==> config.mk <==
export PLATFORM = sky130hd
export DESIGN_NAME = acm_div_pipe
export DESIGN_NICKNAME = d
export VERILOG_FILES = /design/src/rtl/allocator_size_class_mapper_core_assert.svh /design/src/rtl/acm_pkg.sv /design/src/rtl/acm_div_pipe.sv
export SDC_FILE = /design/constraint.sdc
export NUM_CORES = 2
export LEC_CHECK = 0
export ABC_CLOCK_PERIOD_IN_PS = 3260
export BUFFER_PORTS_ARGS = -buffer_cell sky130_fd_sc_hd__clkbuf_2
export CAP_MARGIN = 40
export CORE_MARGIN = 2
export CORE_UTILIZATION = 35
export CTS_CLUSTER_DIAMETER = 60
export CTS_CLUSTER_SIZE = 20
export DETAILED_ROUTE_END_ITERATION = 10
export GPL_ROUTABILITY_DRIVEN = 0
export HOLD_SLACK_MARGIN = 0.08
export PLACE_DENSITY_LB_ADDON = 0.08
export SYNTH_ARGS = -nofsm -noshare
export SYNTH_HDL_FRONTEND = slang
export SYNTH_SLANG_ARGS = --single-unit
==> constraint.sdc <==
create_clock -name clk_i -period 3.26 [get_ports clk_i]
set_clock_uncertainty 0.05 [all_clocks]
set_input_delay 0.652 -clock clk_i [delete_from_list [all_inputs] [get_ports clk_i]]
set_output_delay 0.652 -clock clk_i [all_outputs]
set_load 0.02 [all_outputs]
==> src/rtl/allocator_size_class_mapper_core_assert.svh <==
// Assertion macros shared by the size-class mapper RTL.
`ifndef ALLOCATOR_SIZE_CLASS_MAPPER_CORE_ASSERT_SVH
`define ALLOCATOR_SIZE_CLASS_MAPPER_CORE_ASSERT_SVH

// property checked on every clock edge outside reset
`define ACM_ASSERT(lbl, prop, msg) \
  lbl: assert property (@(posedge clk_i) disable iff (!rst_ni) (prop)) else $error(msg);

// condition that must never be true
`define ACM_NEVER(lbl, cond, msg) \
  `ACM_ASSERT(lbl, !(cond), msg)

`endif

==> src/rtl/acm_pkg.sv <==
// Shared types and constants of the size-class mapper.
package acm_pkg;

  typedef enum logic [1:0] {
    ST_OK    = 2'd0,
    ST_ZERO  = 2'd1,
    ST_RANGE = 2'd2
  } status_e;

  localparam logic [2:0] REG_BASE_TINY   = 3'd0;
  localparam logic [2:0] REG_BASE_SMALL  = 3'd1;
  localparam logic [2:0] REG_BASE_MEDIUM = 3'd2;
  localparam logic [2:0] REG_BASE_LARGE  = 3'd3;
  localparam logic [2:0] REG_BASE_HUGE   = 3'd4;
  localparam logic [2:0] REG_CACHE_LIMIT = 3'd5;
  localparam logic [2:0] REG_PAGE_BYTES  = 3'd6;

  localparam int unsigned CfgDataW  = 24;
  localparam int unsigned LimitW    = 24;
  localparam int unsigned PageBytesW = 20;
  localparam int unsigned BatchW    = 10;
  localparam int unsigned PagesW    = 33;
  localparam int unsigned ReqW      = 32;

  localparam logic [BatchW-1:0] BatchMin = 10'd2;
  localparam logic [BatchW-1:0] BatchMax = 10'd512;

  // sideband carried along the dividers
  typedef struct packed {
    logic [7:0] cls;
    status_e    status;
  } acm_tag_t;

endpackage

==> src/rtl/acm_div_pipe.sv <==
// Pipelined restoring divider, one quotient bit per register stage.
module acm_div_pipe import acm_pkg::*; #(
  parameter int unsigned NumW  = 24,
  parameter int unsigned DenW  = 32,
  parameter int unsigned SideW = 8
) (
  input  logic             clk_i,
  input  logic             rst_ni,
  input  logic             valid_i,
  input  logic [NumW-1:0]  num_i,
  input  logic [DenW-1:0]  den_i,
  input  logic [SideW-1:0] side_i,
  output logic             valid_o,
  output logic [NumW-1:0]  quot_o,
  output logic [SideW-1:0] side_o
);

  logic [NumW:0]    vld;
  logic [NumW-1:0]  num  [NumW+1];
  logic [NumW-1:0]  quot [NumW+1];
  logic [DenW-1:0]  rem  [NumW+1];
  logic [DenW-1:0]  den  [NumW+1];
  logic [SideW-1:0] side [NumW+1];

  assign vld[0]  = valid_i;
  assign num[0]  = num_i;
  assign quot[0] = '0;
  assign rem[0]  = '0;
  assign den[0]  = den_i;
  assign side[0] = side_i;

  for (genvar k = 0; k < NumW; k++) begin : g_stage
    logic [DenW:0]   trial;
    logic            ge;
    logic [DenW-1:0] rem_d;
    logic [NumW-1:0] quot_d;

    always_comb begin
      trial  = {rem[k], num[k][NumW-1-k]};
      ge     = (trial >= {1'b0, den[k]});
      rem_d  = ge ? DenW'(trial - {1'b0, den[k]}) : DenW'(trial);
      quot_d = quot[k];
      quot_d[NumW-1-k] = ge;
    end

    always_ff @(posedge clk_i or negedge rst_ni) begin
      if (!rst_ni) begin
        vld[k+1] <= 1'b0;
      end else begin
        vld[k+1] <= vld[k];
      end
    end

    always_ff @(posedge clk_i) begin
      num[k+1]  <= num[k];
      quot[k+1] <= quot_d;
      rem[k+1]  <= rem_d;
      den[k+1]  <= den[k];
      side[k+1] <= side[k];
    end
  end

  assign valid_o = vld[NumW];
  assign quot_o  = quot[NumW];
  assign side_o  = side[NumW];

endmodule

==> summary.txt <==
STA
  – Setup ws final: -0.134 ns
  – Tcrit/Tclk final: 104%
  – Final Max Slew Viols: 0
  – Slew HR: between 50% and 60%
  – Top achievable clock speed: 295 MHz
  – Final setup fails: 41
  – Final hold vios: 0
  – WHS: approximately 0.26 ns
  – Post-layout minimum cycle time: roughly 3.4 ns
  – RSZ-0062 raised after global routing: true
  – Slew @ Worst Pin: between 0.6 and 0.7 ns

Global routing
  – Vias in the first global route: approximately 69000
  – Grt ovf: 0
  – GRT Total Usage: 18.6%
  – Largest net degree at the start of global routing: between 50 and 60
  – Global-route wire length before repair: 393 mm
  – Initial antenna violation count: 4

Die
  – Die W: ~520 um
  – # IOs: 100
  – DIE AREA: 0.269 mm^2
  – Initial Util: 35.3%
  – Core ar.: 0.263 mm^2
  – Row cnt: 188
  – Die Y: roughly 520 um

Logic synthesis
  – Synth Flop Type: dfxtp_1
  – Yosys warning count: 0
  – Top cell type's share of synthesized area: around 48%
  – EDFF count, synth: 0
  – Post-Synthesis Cells: 9625
  – Post-synthesis cell area: approximately 0.09 mm^2
  – FFs w/ async S/R, synth: under 10%
  – Syn Area/Cell: 9.62 um^2
  – Synthesized Nets: approximately 10000
  – Cell variety after synth: a little under 90
  – Flip-flop and latch count after synthesis: approximately 2300
  – Top cells by area, synth: dfxtp_1 48%, ha_1 10%, a21oi_1 4.1%
  – Yosys top cell by area: dfxtp_1
  – Post-synthesis sequential area ratio: approximately half

Critical path
  – Slowest stage cell, crit path: or4b_4
  – Flop2flop setup slack: -0.13 ns
  – Most used cell, CP: a2111o_1
  – FF-to-FF End: g_stage[18].trial[32]
  – Worst Setup Start Kind: flop
  – Critical Path, Cell by Cell: inv_2, ha_4, nor2b_4, o31a_1, or4b_4, a2111o_1, a31oi_4, nor2_2, a211o_1, a2111o_1, and3_4, nor4_4
  – Critical Path RT: around 4.0 ns
  – WP buf/inv: 1
  – R2R cell count: 12
  – Crit path DAT: just over 4 ns
  – Worst reg2reg path startpoint: den[225]
  – Crit path max-delay family: compound AO/OA/AOI/OAI gates
  – Crit Path Max Fanout: 2
  – Critical path type: flop to flop
  – CP endpoint kind: flop
  – CP peak stage delay: just under 0.5 ns

Clocking
  – CTS sink count: between 2000 and 2500
  – Register clock-pin slew on the reported worst setup and hold paths: around 0.08 ns
  – CTS tree: yes
  – CTS root buf: clkbuf_16
  – CTS max path bufs: 3
  – Worst-Skew Late Latency: a little over 0.8 ns
  – # H-tree levels: 4
  – Number of CTS-inserted buffers: 187

Layout
  – Reg area: between 0.04 and 0.05 mm^2
  – Multi-input gate area: approximately 0.045 mm^2
  – Nets: approximately 12000
  – Post-route insts no fill: 14361
  – Layout cells sized above 1: between 10% and 20%
  – Filler cells: 25476
  – Area grow syn2layout: 23.3%

Power
  – Psw: around 15 mW
  – Worst vdd ir: between 0.5 and 0.6 mV
  – Switching fraction of total power: 26.0%
  – Combinational Power Share: approximately a tenth
  – Clock share of power: approximately 40%
  – Leak pwr: roughly 54 nW
  – P_int: approximately 43 mW
  – Sequential share of power: roughly 50%
  – PwrDens: around 510 mW/mm^2

Placed design
  – DP HPWL: slightly above 200 mm
  – PortBufs: 99
  – DP Cell Count: approximately 14000

Hold path
  – Hold depth: 0
  – WHS Endpoint: side[50]
  – Worst Hold Class: flop to flop
  – Hold path startpoint: side[58]

Detailed routing
  – Via density: 4.83
  – Via count: ~69000
  – Antenna viol nets, final: 0
  – Routed len/inst: ~18 um
  – DRC viols: 0
  – DRT Wirelength: approximately 260 mm
  – Starting DRC count in detailed routing: 4210
  – Number of iterations in the first detailed-routing pass: 6

Status
  – Status: finished with violations
  – Failing checks: negative setup slack

Run
  – Max-Cap Viols: 0
## cells by family (layout without fill, tap and decap cells)
logic type,Yosys count,count (layout),share of synthesized area [%]
AOI/OAI and AO/OA,2524,2524,16.9
xor gates and xnor gates,579,579,5.47
adders and majority gates,760,760,10.4
buffers and inverters,1183,2395,4.87
DFF,2264,2264,49.1
muxes,230,230,2.76
other,0,9,0
and+or+nand+nor,2085,2085,10.5
## synth_stat cells, types with 74 or more instances
| cell type | instances |
|---|---|
| a21oi_1 | 756 |
| xor2_1 | 245 |
| nand4_1 | 126 |
| dfxtp_1 | 2240 |
| a21o_1 | 409 |
| nor3_1 | 101 |
| nand2b_1 | 87 |
| nand3_1 | 154 |
| mux2_2 | 194 |
| nor2_1 | 520 |
| xnor2_1 | 334 |
| inv_1 | 939 |
| nand2_1 | 738 |
| o21bai_1 | 94 |
| clkbuf_1 | 214 |
| nor2b_1 | 97 |
| a31oi_1 | 74 |
| ha_1 | 738 |
| o21ai_0 | 663 |
| o21a_1 | 93 |
## layout make-up
type / instances / area share [%]
tap: 3515 / 3.85
clock inverter: 122 / 1.47
timing repair buffer: 1125 / 8.10
sequential: 2264 / 39.9
inverter: 942 / 3.10
multi-input combinational: 6178 / 39.3
clock buffer: 206 / 4.24
antenna: 9 / 0.0197
## per-layer routing
| metal | global-route usage [%] | up-vias | wire length [um] |
|---|---|---|---|
| met5 | 0 | - | 0 |
| met1 | 22.6 | 32521 | 112000 |
| met4 | 5.15 | 0 | 7220 |
| met2 | 34.1 | 1134 | 131000 |
| met3 | 2.34 | 349 | 9020 |
| li1 | - | 35310 | - |
## timing repair
item,in CTS,in global routing
setup buffers,21,54
gates resized for setup,158,463
gates cloned,2,17
endpoints found under the hold margin,90,0
setup endpoints to repair,331,594
hold buffers,66,0
pin swaps,41,122
## power groups by stage
stage	combinational, mW	sequential, mW	clock (mW)
2_1_floorplan	3.61	29.6	0
3_3_place_gp	5.35	30.1	0
3_5_place_dp	5.39	30.1	0
4_1_cts	5.56	29.4	24.5
5_1_grt	6.46	29.5	25.6
6_report	5.79	29.4	23.6
## placed cells by master (no fill, tap or decap), drive strengths merged, types with 98 or more instances in the layout
master	netlist	final
o21ai	670	670
nor2b	98	98
nand4	126	126
clkbuf	214	318
a21oi	756	756
nor3	101	101
nor2	521	521
inv	940	1002
nand2	738	738
dfxtp	2240	2240
ha	738	738
a21o	409	409
mux2	199	199
xor2	245	245
nand3	154	154
xnor2	334	334
buf	27	947
## flip-flops by register name (all words and copies together), names as in the netlist
register,flops
den,736
g_stage.quot_d,276
g_stage.trial,759
num,253
quot_o,24
side,184
side_o,8
valid_o,1
vld,23
## through the flow
| step | area, um^2 | power, mW | setup TNS, ns | utilization, % | worst slack, ns |
|---|---|---|---|---|---|
| 2_1_floorplan | 92700 | 33.2 | -1.59 | - | -0.151 |
| 3_3_place_gp | 104000 | 35.4 | -18.05 | 39.5 | -0.442 |
| 3_5_place_dp | 104000 | 35.5 | -22.00 | 39.5 | -0.399 |
| 4_1_cts | 112000 | 59.5 | -1.99 | 42.5 | -0.179 |
| 5_1_grt | 114000 | 61.6 | -10.50 | 43.4 | -0.248 |
| 6_report | 114000 | 58.7 | -2.69 | 43.5 | -0.134 |
## worst max-delay path by stage
| stage | from | end | slack [ns] | cells past startpoint |
|---|---|---|---|---|
| final | den[225] | g_stage[18].trial[32] | -0.13 | 12 |
| after global routing | den[225] | g_stage[18].trial[32] | -0.25 | 12 |
| after CTS | den[225] | g_stage[18].trial[32] | -0.18 | 12 |
| after detailed placement | den[97] | g_stage[22].trial[16] | -0.40 | 12 |
| after global placement | den[482] | g_stage[10].trial[31] | -0.44 | 14 |
| after floorplan | den[225] | g_stage[18].trial[32] | -0.15 | 12 |
## worst reg2reg max path: cells and delay by family, from the launching register on
| kind | cells | cell delay, ns |
|---|---|---|
| AO/OA/AOI/OAI | 5 | 1.59 |
| adder cells (fa/ha/maj) | 1 | 0.21 |
| buffers and inverters | 1 | 0.05 |
| flip-flops | 1 | 0.35 |
| AND/OR/NAND/NOR | 5 | 1.07 |
(Power assumes the default switching activity.)
